### config.mk
export PLATFORM = sky130hd
export DESIGN_NAME = framed_crc8_led_receiver
export DESIGN_NICKNAME = d
export VERILOG_FILES = /design/src/rtl/core/fcl_pkg.sv /design/src/rtl/core/fcl_parser.sv /design/src/rtl/core/fcl_led_ctrl.sv /design/src/rtl/core/framed_crc8_led_receiver.sv
export VERILOG_INCLUDE_DIRS = /design/src /design/src/rtl/core
export SDC_FILE = /design/constraint.sdc
export NUM_CORES = 1
export LEC_CHECK = 0
export BUFFER_PORTS_ARGS = -buffer_cell sky130_fd_sc_hd__buf_2
export CAP_MARGIN = 40
export CORE_MARGIN = 5
export CORE_UTILIZATION = 54
export DETAILED_ROUTE_END_ITERATION = 8
export PLACE_DENSITY_LB_ADDON = 0.12
export SYNTH_ARGS = -nofsm -noshare
export SYNTH_HDL_FRONTEND = slang
export SYNTH_SLANG_ARGS = --single-unit
### constraint.sdc
create_clock -name i_clk -period 4 [get_ports i_clk]
set_input_delay 0.2 -clock i_clk [delete_from_list [all_inputs] [get_ports i_clk]]
set_output_delay 0.2 -clock i_clk [all_outputs]
set_load 0.01 [all_outputs]
### src/rtl/core/framed_crc8_led_receiver_defines.svh
// Assertion macros shared by the receiver RTL.
`ifndef FRAMED_CRC8_LED_RECEIVER_DEFINES_SVH
`define FRAMED_CRC8_LED_RECEIVER_DEFINES_SVH

// The consequent must hold in the same cycle as the antecedent.
`define FCL_ASSERT_IMPLY(label, clk, rst_n, ante, cons) \
    label: assert property (@(posedge clk) disable iff (!rst_n) (ante) |-> (cons)) \
        else $error("framed_crc8_led_receiver: assertion failed");

// The consequent must hold in the cycle after the antecedent.
`define FCL_ASSERT_NEXT(label, clk, rst_n, ante, cons) \
    label: assert property (@(posedge clk) disable iff (!rst_n) (ante) |=> (cons)) \
        else $error("framed_crc8_led_receiver: assertion failed");

`endif

### src/rtl/core/fcl_pkg.sv
package fcl_pkg;

    localparam logic [7:0] START_BYTE = 8'hAA;
    localparam logic [7:0] STOP_BYTE  = 8'h55;
    localparam logic [7:0] CRC_POLY   = 8'h07;

    localparam logic [2:0] ST_NONE     = 3'd0;
    localparam logic [2:0] ST_FRAME_OK = 3'd1;
    localparam logic [2:0] ST_CRC_ERR  = 3'd2;
    localparam logic [2:0] ST_STOP_ERR = 3'd3;
    localparam logic [2:0] ST_TIMEOUT  = 3'd4;

    localparam int CFG_IDX_W  = 1;
    localparam int CFG_DATA_W = 16;

    localparam logic [CFG_IDX_W-1:0] REG_UNIT_SELECT = 1'b0;
    localparam logic [CFG_IDX_W-1:0] REG_TIMEOUT_MS  = 1'b1;

    localparam logic        UNIT_SELECT_RST = 1'b1;
    localparam logic [15:0] TIMEOUT_MS_RST  = 16'd500;

    typedef struct packed {
        logic       accept;
        logic       crc_err;
        logic       stop_err;
        logic [7:0] sel_data;
    } t_frame_evt;

    // One byte of CRC-8, MSB first, no reflection.
    function automatic logic [7:0] crc8_byte(input logic [7:0] acc, input logic [7:0] b);
        logic [7:0] v;
        v = acc ^ b;
        for (int k = 0; k < 8; k++) begin
            if (v[7]) begin
                v = {v[6:0], 1'b0} ^ CRC_POLY;
            end else begin
                v = {v[6:0], 1'b0};
            end
        end
        return v;
    endfunction

endpackage

### src/rtl/core/fcl_parser.sv
module fcl_parser (
    input  logic                  i_clk,
    input  logic                  i_rst_n,
    input  logic                  i_fire,
    input  logic                  i_cmd,
    input  logic [7:0]            i_rx_byte,
    input  logic                  i_unit_select,
    output fcl_pkg::t_frame_evt   o_evt
);

    localparam logic [2:0] PH_START = 3'd0;
    localparam logic [2:0] PH_D1    = 3'd1;
    localparam logic [2:0] PH_D2    = 3'd2;
    localparam logic [2:0] PH_CRC   = 3'd3;
    localparam logic [2:0] PH_END   = 3'd4;

    logic [2:0] r_phase;
    logic [2:0] n_phase;
    logic [7:0] r_first;
    logic [7:0] r_second;
    logic [7:0] r_crc_acc;
    logic [7:0] r_frame_crc;
    logic       w_is_byte;
    logic       w_at_end;
    logic       w_stop_ok;
    logic       w_crc_ok;

    assign w_is_byte = !i_cmd;
    assign w_at_end  = w_is_byte && (r_phase == PH_END);
    assign w_stop_ok = (i_rx_byte == fcl_pkg::STOP_BYTE);
    assign w_crc_ok  = (r_crc_acc == r_frame_crc);

    always_comb begin
        o_evt.accept   = w_at_end && w_stop_ok && w_crc_ok;
        o_evt.crc_err  = w_at_end && w_stop_ok && !w_crc_ok;
        o_evt.stop_err = w_at_end && !w_stop_ok;
        o_evt.sel_data = i_unit_select ? r_second : r_first;
    end

    always_comb begin
        n_phase = r_phase;
        if (w_is_byte) begin
            unique case (r_phase)
                PH_START: begin
                    if (i_rx_byte == fcl_pkg::START_BYTE) begin
                        n_phase = PH_D1;
                    end
                end
                PH_D1:   n_phase = PH_D2;
                PH_D2:   n_phase = PH_CRC;
                PH_CRC:  n_phase = PH_END;
                default: n_phase = PH_START;
            endcase
        end
    end

    always_ff @(posedge i_clk) begin
        if (!i_rst_n) begin
            r_phase <= PH_START;
        end else if (i_fire) begin
            r_phase <= n_phase;
        end
    end

    // The CRC is built up one data byte at a time as the frame arrives.
    always_ff @(posedge i_clk) begin
        if (i_fire && w_is_byte) begin
            if (r_phase == PH_D1) begin
                r_first   <= i_rx_byte;
                r_crc_acc <= fcl_pkg::crc8_byte(8'h00, i_rx_byte);
            end
            if (r_phase == PH_D2) begin
                r_second  <= i_rx_byte;
                r_crc_acc <= fcl_pkg::crc8_byte(r_crc_acc, i_rx_byte);
            end
            if (r_phase == PH_CRC) begin
                r_frame_crc <= i_rx_byte;
            end
        end
    end

endmodule

### src/rtl/core/fcl_led_ctrl.sv
module fcl_led_ctrl (
    input  logic                  i_clk,
    input  logic                  i_rst_n,
    input  logic                  i_fire,
    input  logic                  i_cmd,
    input  fcl_pkg::t_frame_evt   i_evt,
    input  logic [15:0]           i_timeout_ms,
    output logic [7:0]            o_led_pattern,
    output logic                  o_error_flag,
    output logic [2:0]            o_status
);

    logic [7:0]  r_pattern;
    logic        r_lit;
    logic [15:0] r_elapsed;
    logic        r_error;
    logic [7:0]  n_pattern;
    logic        n_lit;
    logic [15:0] n_elapsed;
    logic        n_error;
    logic [2:0]  n_status;

    always_comb begin
        n_pattern = r_pattern;
        n_lit     = r_lit;
        n_elapsed = r_elapsed;
        n_error   = r_error;
        n_status  = fcl_pkg::ST_NONE;

        unique if (i_evt.accept) begin
            n_pattern = i_evt.sel_data;
            n_lit     = |i_evt.sel_data;
            n_elapsed = '0;
            n_error   = 1'b0;
            n_status  = fcl_pkg::ST_FRAME_OK;
        end else if (i_evt.crc_err) begin
            n_error  = 1'b1;
            n_status = fcl_pkg::ST_CRC_ERR;
        end else if (i_evt.stop_err) begin
            n_error  = 1'b1;
            n_status = fcl_pkg::ST_STOP_ERR;
        end else begin
        end

        if (i_cmd && (r_elapsed != '1)) begin
            n_elapsed = r_elapsed + 16'd1;
        end

        if (n_lit && (n_elapsed > i_timeout_ms)) begin
            n_pattern = '0;
            n_lit     = 1'b0;
            n_elapsed = '0;
            if (n_status == fcl_pkg::ST_NONE) begin
                n_status = fcl_pkg::ST_TIMEOUT;
            end
        end
    end

    always_ff @(posedge i_clk) begin
        if (!i_rst_n) begin
            r_pattern <= '0;
            r_lit     <= 1'b0;
            r_elapsed <= '0;
            r_error   <= 1'b0;
        end else if (i_fire) begin
            r_pattern <= n_pattern;
            r_lit     <= n_lit;
            r_elapsed <= n_elapsed;
            r_error   <= n_error;
        end
    end

    assign o_led_pattern = n_pattern;
    assign o_error_flag  = n_error;
    assign o_status      = n_status;

endmodule

### src/rtl/core/framed_crc8_led_receiver.sv
// Path: an accepted item waits in the input register, then its result is registered
// in the result register and held on the output while the output stall is high.
// Throughput: one item per cycle unless stalled, set by input and result registers.
// Reset: synchronous, active low; clears the parser to waiting for a start byte,
// the LED pattern, elapsed counter and error flag, and loads the register defaults.
`include "framed_crc8_led_receiver_defines.svh"

module framed_crc8_led_receiver (
    input  logic                           i_clk,
    input  logic                           i_rst_n,
    input  logic                           i_in_valid,
    output logic                           o_in_stall,
    input  logic                           i_cmd,
    input  logic [7:0]                     i_rx_byte,
    output logic                           o_out_valid,
    input  logic                           i_out_stall,
    output logic [7:0]                     o_led_pattern,
    output logic                           o_error_flag,
    output logic [2:0]                     o_status,
    input  logic                           i_cfg_valid,
    output logic                           o_cfg_ready,
    input  logic [fcl_pkg::CFG_IDX_W-1:0]  i_cfg_index,
    input  logic [fcl_pkg::CFG_DATA_W-1:0] i_cfg_data
);

    logic                r_unit_select;
    logic [15:0]         r_timeout_ms;
    logic                r_in_valid;
    logic                r_in_cmd;
    logic [7:0]          r_in_byte;
    logic                r_out_valid;
    logic [7:0]          r_out_led;
    logic                r_out_err;
    logic [2:0]          r_out_status;
    logic                w_out_free;
    logic                w_fire;
    fcl_pkg::t_frame_evt w_evt;
    logic [7:0]          w_led;
    logic                w_err;
    logic [2:0]          w_status;
    logic                w_shows_ok;
    logic                w_shows_err;
    logic                w_shows_timeout;

    assign o_cfg_ready = 1'b1;

    always_ff @(posedge i_clk) begin
        if (!i_rst_n) begin
            r_unit_select <= fcl_pkg::UNIT_SELECT_RST;
            r_timeout_ms  <= fcl_pkg::TIMEOUT_MS_RST;
        end else if (i_cfg_valid && o_cfg_ready) begin
            unique case (i_cfg_index)
                fcl_pkg::REG_UNIT_SELECT: r_unit_select <= i_cfg_data[0];
                fcl_pkg::REG_TIMEOUT_MS:  r_timeout_ms  <= i_cfg_data[15:0];
                default: begin
                end
            endcase
        end
    end

    assign w_out_free = !r_out_valid || !i_out_stall;
    assign w_fire     = r_in_valid && w_out_free;
    assign o_in_stall = r_in_valid && !w_out_free;

    always_ff @(posedge i_clk) begin
        if (!i_rst_n) begin
            r_in_valid <= 1'b0;
        end else if (!o_in_stall) begin
            r_in_valid <= i_in_valid;
        end
    end

    always_ff @(posedge i_clk) begin
        if (!o_in_stall && i_in_valid) begin
            r_in_cmd  <= i_cmd;
            r_in_byte <= i_rx_byte;
        end
    end

    fcl_parser u_parser (
        .i_clk         (i_clk),
        .i_rst_n       (i_rst_n),
        .i_fire        (w_fire),
        .i_cmd         (r_in_cmd),
        .i_rx_byte     (r_in_byte),
        .i_unit_select (r_unit_select),
        .o_evt         (w_evt)
    );

    fcl_led_ctrl u_led_ctrl (
        .i_clk         (i_clk),
        .i_rst_n       (i_rst_n),
        .i_fire        (w_fire),
        .i_cmd         (r_in_cmd),
        .i_evt         (w_evt),
        .i_timeout_ms  (r_timeout_ms),
        .o_led_pattern (w_led),
        .o_error_flag  (w_err),
        .o_status      (w_status)
    );

    always_ff @(posedge i_clk) begin
        if (!i_rst_n) begin
            r_out_valid <= 1'b0;
        end else if (w_out_free) begin
            r_out_valid <= r_in_valid;
        end
    end

    always_ff @(posedge i_clk) begin
        if (w_fire) begin
            r_out_led    <= w_led;
            r_out_err    <= w_err;
            r_out_status <= w_status;
        end
    end

    assign o_out_valid   = r_out_valid;
    assign o_led_pattern = r_out_led;
    assign o_error_flag  = r_out_err;
    assign o_status      = r_out_status;

    assign w_shows_ok      = o_out_valid && (o_status == fcl_pkg::ST_FRAME_OK);
    assign w_shows_err     = o_out_valid && ((o_status == fcl_pkg::ST_CRC_ERR) ||
                                             (o_status == fcl_pkg::ST_STOP_ERR));
    assign w_shows_timeout = o_out_valid && (o_status == fcl_pkg::ST_TIMEOUT);

    `FCL_ASSERT_IMPLY(a_ok_clears_err, i_clk, i_rst_n, w_shows_ok, !o_error_flag)
    `FCL_ASSERT_IMPLY(a_err_sets_flag, i_clk, i_rst_n, w_shows_err, o_error_flag)
    `FCL_ASSERT_IMPLY(a_timeout_dark, i_clk, i_rst_n, w_shows_timeout, o_led_pattern == 8'h00)
    `FCL_ASSERT_IMPLY(a_stall_has_items, i_clk, i_rst_n, o_in_stall, r_in_valid && r_out_valid)
    `FCL_ASSERT_NEXT(a_fire_gives_result, i_clk, i_rst_n, w_fire, o_out_valid)

endmodule
==> results of run 1 <==
[synth_stat cells (4+ instances only)]
master and instances:
a211oi_1 12, a21boi_0 11, a21oi_1 20, a22o_1 4, and2_1 7, and3_1 7, and4_1 4, clkbuf_1 21
dfxtp_1 48, edfxtp_1 53, ha_1 23, inv_1 25, mux2_2 6, mux2i_1 14, nand2_1 63, nand3_1 10
nand4_1 10, nor2_1 32, nor2b_1 9, nor3_1 6, nor4_1 4, o211ai_1 11, o21ai_0 30, o2bb2ai_1 9
xnor2_1 36, xor2_1 8
[metrics by stage]
| stage | hold WS, ps | setup WS [ps] |
|---|---|---|
| final | 54.2 | 232 |
| after global routing | 52.2 | -21.9 |
| after CTS | 41.3 | 111 |
| after detailed placement | 378 | -2.95 |
| after global placement | 377 | 188 |
| after floorplan | 299 | 297 |
[timing repair]
action,in CTS,in global routing
buffers inserted,0,1
cloned,0,0
setup endpoints to repair,7,30
pin swaps,0,1
gates resized for setup,1,7
endpoints found under the hold margin,9,0
hold buffers,9,0
[layer usage]
| layer | track usage [%] | wire length [um] |
|---|---|---|
| met1 | 28.7 | 5450 |
| met4 | 6.13 | 131 |
| met5 | 0 | 0 |
| met2 | 29.2 | 4660 |
| met3 | 2.90 | 553 |
[cell families after synthesis]
| group | count (synthesis) |
|---|---|
| adder cells (fa/ha/maj) | 23 |
| multiplexers | 20 |
| AND/OR/NAND/NOR | 169 |
| other | 1 |
| AO/OA/AOI/OAI | 117 |
| flip-flops | 101 |
| buffers and inverters | 49 |
| XOR/XNOR | 44 |
[worst max-delay path: cells and delay by family (launching register included)]
kind	cells	cell delay, ps
mux	1	290
compound gates	4	980
simple gates	5	970
fa+ha+maj	2	580
flops	1	360
buf+inv	2	340
[power breakdown]
part           internal (mW)  leakage [nW]  switching, mW
Sequential              1.11         0.882         0.0113
Combinational         0.0798          1.31         0.0948
Clock                  0.247        0.0981          0.390
[area by class of cell]
class	instances	area, sq um
fill	826	3590
sequential	101	2550
multi-input combinational	374	2550
timing repair buffer	73	487
tap	133	166
clock buffer	9	124
inverter	25	93.8
clock inverter	7	75.1
[worst min-delay path by stage]
stage | start | endpoint | slack, ps | depth (start not counted)
6_report | i_cfg_data[8] | r_timeout_ms[8] | 50 | 3
5_1_grt | i_in_valid | r_in_valid | 50 | 2
4_1_cts | i_cfg_data[8] | r_timeout_ms[8] | 40 | 3
3_5_place_dp | i_rx_byte[3] | r_in_byte[3] | 380 | 1
3_3_place_gp | i_rx_byte[3] | r_in_byte[3] | 380 | 1
2_1_floorplan | i_rx_byte[0] | r_in_byte[0] | 300 | 0
==> impl_metrics.csv, run 1 <==
group,metric,value,unit
logic_synthesis,synth_xor_area_share,7.33,%
job,max_cap_viol_count,0,
timing,finalSetupViolCount,0,
clock_network,cts_tree,"yes",
setup_path,worstPathCellList,"ha_1, and3_1, a2111oi_1, buf_4, nor2_1, mux2_2, ha_1, nand4_1, nor3_1, o21ai_0, a31o_2, nor2_4, buf_12, a211oi_1",
timing,finalHoldViolations,0,
clock_network,cts.clk_slew.worst_paths,110,ps
timing,fmax,265,MHz
detailed_routing,postRouteAntennaNets,0,
timing,period_minus_slack,3770,ps
floorplanning,die-area,0.0118,sq mm
setup_path,end_kind,"register",
detailed_routing,dr.first_iter.drc_count,205,
status,status,"finished, final reports clean",
logic_synthesis,synth_compound_area_share,14.8,%
logic_synthesis,ys_async_sr_fraction,0,%
setup_path,worstSetupStartpoint,"u_led_ctrl.r_elapsed[0]",
timing,period_share,94.2,%
setup_path,crit_path_max_incr_delay,440,ps
setup_path,crit_arrival,3880,ps
clock_network,insertion_delay,370,ps
cells_and_area,antennaDiodeCount,0,
logic_synthesis,syn_avg_cell_area,10.0,sq um
logic_synthesis,ys_warn_count,0,
timing,final_max_slew_viol_count,0,
cells_and_area,area_growth,15.0,%
detailed_routing,wirelength,10.8,mm
clock_network,cts_sinks,101,
cells_and_area,layout_common_cells,"63 x nand2_1, 53 x edfxtp_1, 48 x dfxtp_1, 45 x buf_2, 36 x xnor2_1",
global_route,grt_max_degree,31,
logic_synthesis,synth_cell_types,53,
detailed_routing,drc,0,
cells_and_area,layoutNonFillerInstCount,722,
power_and_ir_drop,leakage,2.29,nW
floorplanning,die_h,109,um
setup_path,crit_end,"o_led_pattern[3]",
placement,post-place-cells,696,
global_route,antenna_found_initial,0,
placement,placed_area,0.00571,sq mm
logic_synthesis,yosys-mux-area-fraction,3.95,%
cells_and_area,top_regs,"r_timeout_ms (16), u_led_ctrl.r_elapsed (16)",
clock_network,htreeDepth,3,
power_and_ir_drop,pwr_density_cell,320,mW/mm^2
logic_synthesis,yosysTopAreaCellShare,30.3,%
logic_synthesis,syn_inst,524,
setup_path,rr_endpoint,"o_led_pattern[3]",
logic_synthesis,ys.flop_type,"edfxtp_1",
floorplanning,start_util,54.6,%
global_route,grt_pass1_vias,3625,
cells_and_area,drive_gt1_share,16.8,%
global_route,grt_first_pass_wirelength,17.9,mm
logic_synthesis,yosys-top-cells-area,"edfxtp_1 30%, dfxtp_1 18%, xnor2_1 6.0%, ha_1 5.5%, nand2_1 4.5%",
power_and_ir_drop,total_power,1.93,mW
logic_synthesis,synth-edff-count,53,
clock_network,clk_path_buf_depth,2,
logic_synthesis,synth_top_family_by_area,"simple AND/OR/NAND/NOR gates",
logic_synthesis,yosys.area_share.simple,16.2,%
timing,relSlewSlack,47.5,%
detailed_routing,drt_pre_antenna_iters,5,
floorplanning,fp.coreArea,0.00964,sq mm
floorplanning,io_pins,46,
cells_and_area,final_util,62.7,%
placement,gp_congestion,0.924,
setup_path,rr_startpoint,"u_led_ctrl.r_elapsed[0]",
cells_and_area,design_area,0.00605,sq mm
setup_path,reg2reg_slack,230,ps
timing,rsz0062_at_grt,"true",
detailed_routing,drt-vias-per-instance,5.40,
floorplanning,core.rowCount,36,
logic_synthesis,netlist_area,0.00526,sq mm
hold_path,hp-class,"input port to register",
setup_path,crit_type,"register to register",
placement,hpwl,8.03,mm
detailed_routing,wire_per_inst,15.0,um
logic_synthesis,yosysTopAreaCell,"edfxtp_1",
timing,tightest_slew,766,ps
timing,skew,14.9,ps
global_route,grt_usage,19.4,%
cells_and_area,final_common_cell,"nand2_1",
clock_network,clockRootBuffer,"clkbuf_8",
setup_path,worst_path_max_delay_cell,"a2111oi_1",
logic_synthesis,ys_ff_latch,101,
global_route,overflow,0,
setup_path,cpMostUsedCell,"ha_1",
logic_synthesis,yosysSeqAreaShare,48.5,%
logic_synthesis,synth_fp_nets,578,
placement,port_buffers,44,
cells_and_area,nets,638,
setup_path,cp_max_fo,16,
clock_network,cts_buffers,9,
power_and_ir_drop,peakVddDrop,0.197,mV
detailed_routing,num_vias,3902,
logic_synthesis,post_synth_fa_ha_maj_area_fraction,5.47,%
setup_path,cp-start-kind,"register",
timing,setup-tns-final,0,ps
setup_path,ff2ff_path_depth,14,
setup_path,required,4110,ps
floorplanning,die_width,109,um
(Power assumes the default switching activity.)
==> run 2: changes to the inputs <==
- ABC_AREA: unset -> 1
- CAP_MARGIN: 40 -> 5
- SKIP_CTS_REPAIR_TIMING: unset -> 1
==> impl_metrics.csv, run 2 <==
group,metric,value,unit
hold_path,hp-class,"input port to register",
timing,tightest_slew,770,ps
floorplanning,die_width,110,um
timing,finalSetupViolCount,0,
logic_synthesis,yosysMostFrequentCell,"nand2_1",
placement,port_buffers,44,
setup_path,rr_endpoint,"o_led_pattern[4]",
setup_path,cp_max_fo,25,
hold_path,holdPathStages,3,
detailed_routing,drt_pre_antenna_iters,7,
setup_path,rr_startpoint,"r_in_byte[3]",
logic_synthesis,syn_inst,643,
logic_synthesis,ys_async_sr_fraction,0,%
logic_synthesis,yosys-top-cells-area,"edfxtp_1 29%, dfxtp_1 18%, nand2_1 9.7%, inv_1 6.0%, a21oi_1 5.4%",
clock_network,clk_path_buf_depth,2,
placement,placed_area,0.00571,sq mm
power_and_ir_drop,total_power,2.06,mW
global_route,grt_max_degree,49,
setup_path,ff2ff_path_depth,19,
setup_path,crit_type,"register to register",
clock_network,clockRootBuffer,"clkbuf_8",
logic_synthesis,netlist_top_cells_count,"140 x nand2_1, 87 x inv_1, 58 x a21oi_1, 53 x edfxtp_1, 48 x dfxtp_1",
hold_path,whs_endpoint,"r_timeout_ms[2]",
floorplanning,core.rowCount,36,
global_route,grt_usage,20.7,%
timing,rsz0062_at_grt,"false",
placement,gp_congestion,0.913,
detailed_routing,wire_per_inst,14.3,um
setup_path,worstSetupStartpoint,"r_in_byte[3]",
clock_network,htreeDepth,3,
setup_path,cp-start-kind,"register",
logic_synthesis,synth-edff-count,53,
logic_synthesis,ys_warn_count,0,
cells_and_area,layout_common_cells,"140 x nand2_1, 87 x inv_1, 58 x a21oi_1, 53 x edfxtp_1, 48 x dfxtp_1",
global_route,antenna_found_initial,0,
power_and_ir_drop,pwr_density_cell,343,mW/mm^2
floorplanning,start_util,55.3,%
hold_path,hold_start,"i_cfg_data[2]",
status,status,"finished, final reports clean",
detailed_routing,num_vias,4306,
global_route,grt_first_pass_wirelength,19.1,mm
cells_and_area,design_area,0.00602,sq mm
setup_path,crit_arrival,3710,ps
timing,period_share,88.9,%
clock_network,cts_sinks,101,
floorplanning,die-area,0.0121,sq mm
cells_and_area,nets,745,
timing,finalHoldViolations,0,
logic_synthesis,ys.flop_type,"edfxtp_1",
timing,final_max_slew_viol_count,0,
floorplanning,die_h,110,um
power_and_ir_drop,leakage,2.57,nW
logic_synthesis,yosysTopAreaCellShare,29.4,%
floorplanning,fp.coreArea,0.00977,sq mm
setup_path,reg2reg_slack,440,ps
timing,relSlewSlack,48.5,%
timing,setup-tns-final,0,ps
timing,period_minus_slack,3560,ps
detailed_routing,drc,0,
global_route,grt_pass1_vias,4050,
detailed_routing,dr.first_iter.drc_count,240,
setup_path,end_kind,"register",
cells_and_area,final_common_cell,"nand2_1",
floorplanning,io_pins,46,
detailed_routing,wirelength,11.9,mm
timing,skew,10.8,ps
logic_synthesis,synth_cell_types,42,
clock_network,cts_buffers,9,
timing,fmax,281,MHz
cells_and_area,drive_gt1_share,13.8,%
clock_network,cts_tree,"yes",
detailed_routing,drt-vias-per-instance,5.19,
job,max_cap_viol_count,0,
cells_and_area,top_regs,"r_timeout_ms (16), u_led_ctrl.r_elapsed (16)",
cells_and_area,antennaDiodeCount,0,
logic_synthesis,ys_ff_latch,101,
clock_network,insertion_delay,390,ps
global_route,overflow,0,
power_and_ir_drop,peakVddDrop,0.319,mV
setup_path,required,4160,ps
placement,hpwl,8.58,mm
logic_synthesis,yosysSeqAreaShare,47.2,%
logic_synthesis,synth_fp_nets,697,
clock_network,cts.clk_slew.worst_paths,100,ps
logic_synthesis,netlist_area,0.00541,sq mm
logic_synthesis,syn_avg_cell_area,8.41,sq um
detailed_routing,postRouteAntennaNets,0,
logic_synthesis,yosysTopAreaCell,"edfxtp_1",
cells_and_area,area_growth,11.4,%
run 2: cell count changes after synthesis, moves of 9 or more:
cell	before	now
a21oi_1	20	58
a211oi_1	12	0
nor2b_1	9	0
xnor2_1	36	22
inv_1	25	87
mux2i_1	14	0
nand3_1	10	32
nand2_1	63	140
o21ai_0	30	43
o2bb2ai_1	9	0
a21boi_0	11	0
run 2: through the flow:
stage                     hold WS, ps  std cells  setup slack, ps  util [%]
after floorplan                   299        643              970         -
after global placement            377        803              571      58.4
after detailed placement          378        803              377      58.4
after CTS                       -39.5        819              339      60.6
after global routing             33.8        829             55.0      61.6
final                            35.7        829              444      61.6
run 2: kinds of logic (layout without fill, tap and decap cells):
family                   count (synthesis)  count (layout)  share of synthesized area (%)
XOR/XNOR                                36              36                           5.97
adder cells (fa/ha/maj)                 23              23                           5.32
AO/OA/AOI/OAI                          128             128                           13.0
flip-flops                             101             101                           47.2
other                                    1               1                         0.0693
AND/OR/NAND/NOR                        241             242                           19.7
buffers and inverters                  113             165                           8.77
run 2: area by class of cell:
type	instances	area, sq um
clock buffers	9	124
clock inverters	7	87.6
fillers	863	3750
inverters	91	342
multi-input cells	430	2400
flip-flops and latches	101	2550
well taps	133	166
repair buffers	58	348
run 2: worst max-delay path: stages (launching register included):
cell and delay (ps):
edfxtp_1 520, inv_1 140, ha_1 150, nand2_1 50, inv_1 40, nand4_1 160, nor2_4 240, nand3_4 240
nand3_1 170, nand2_1 80, ha_1 300, nand2_1 70, inv_1 60, nand3_1 80, nor3_1 200, nand2_1 80
a21oi_1 250, nand2_4 270, nand2_1 170, inv_1 50
run 2: worst max-delay path by stage:
stage                       end  slack, ps  depth (start not counted)
2_1_floorplan  o_led_pattern[1]        970                         21
3_3_place_gp   o_led_pattern[1]        570                         19
3_5_place_dp   o_led_pattern[3]        380                         19
4_1_cts        o_led_pattern[7]        340                         19
5_1_grt        o_led_pattern[2]         60                         19
6_report       o_led_pattern[4]        440                         19
run 2: layer usage:
layer / track usage, % / routed length, um
met5: 0 / 0
met4: 6.41 / 213
met3: 5.53 / 547
met2: 36.5 / 6050
met1: 24.7 / 5070
run 2: power breakdown:
part	switching, mW	leakage [nW]	total, mW	internal [mW]
clock network	0.385	0.108	0.689	0.304
logic	0.137	1.58	0.225	0.0877
registers	0.0231	0.884	1.15	1.13
total	0.545	2.57	2.06	1.52
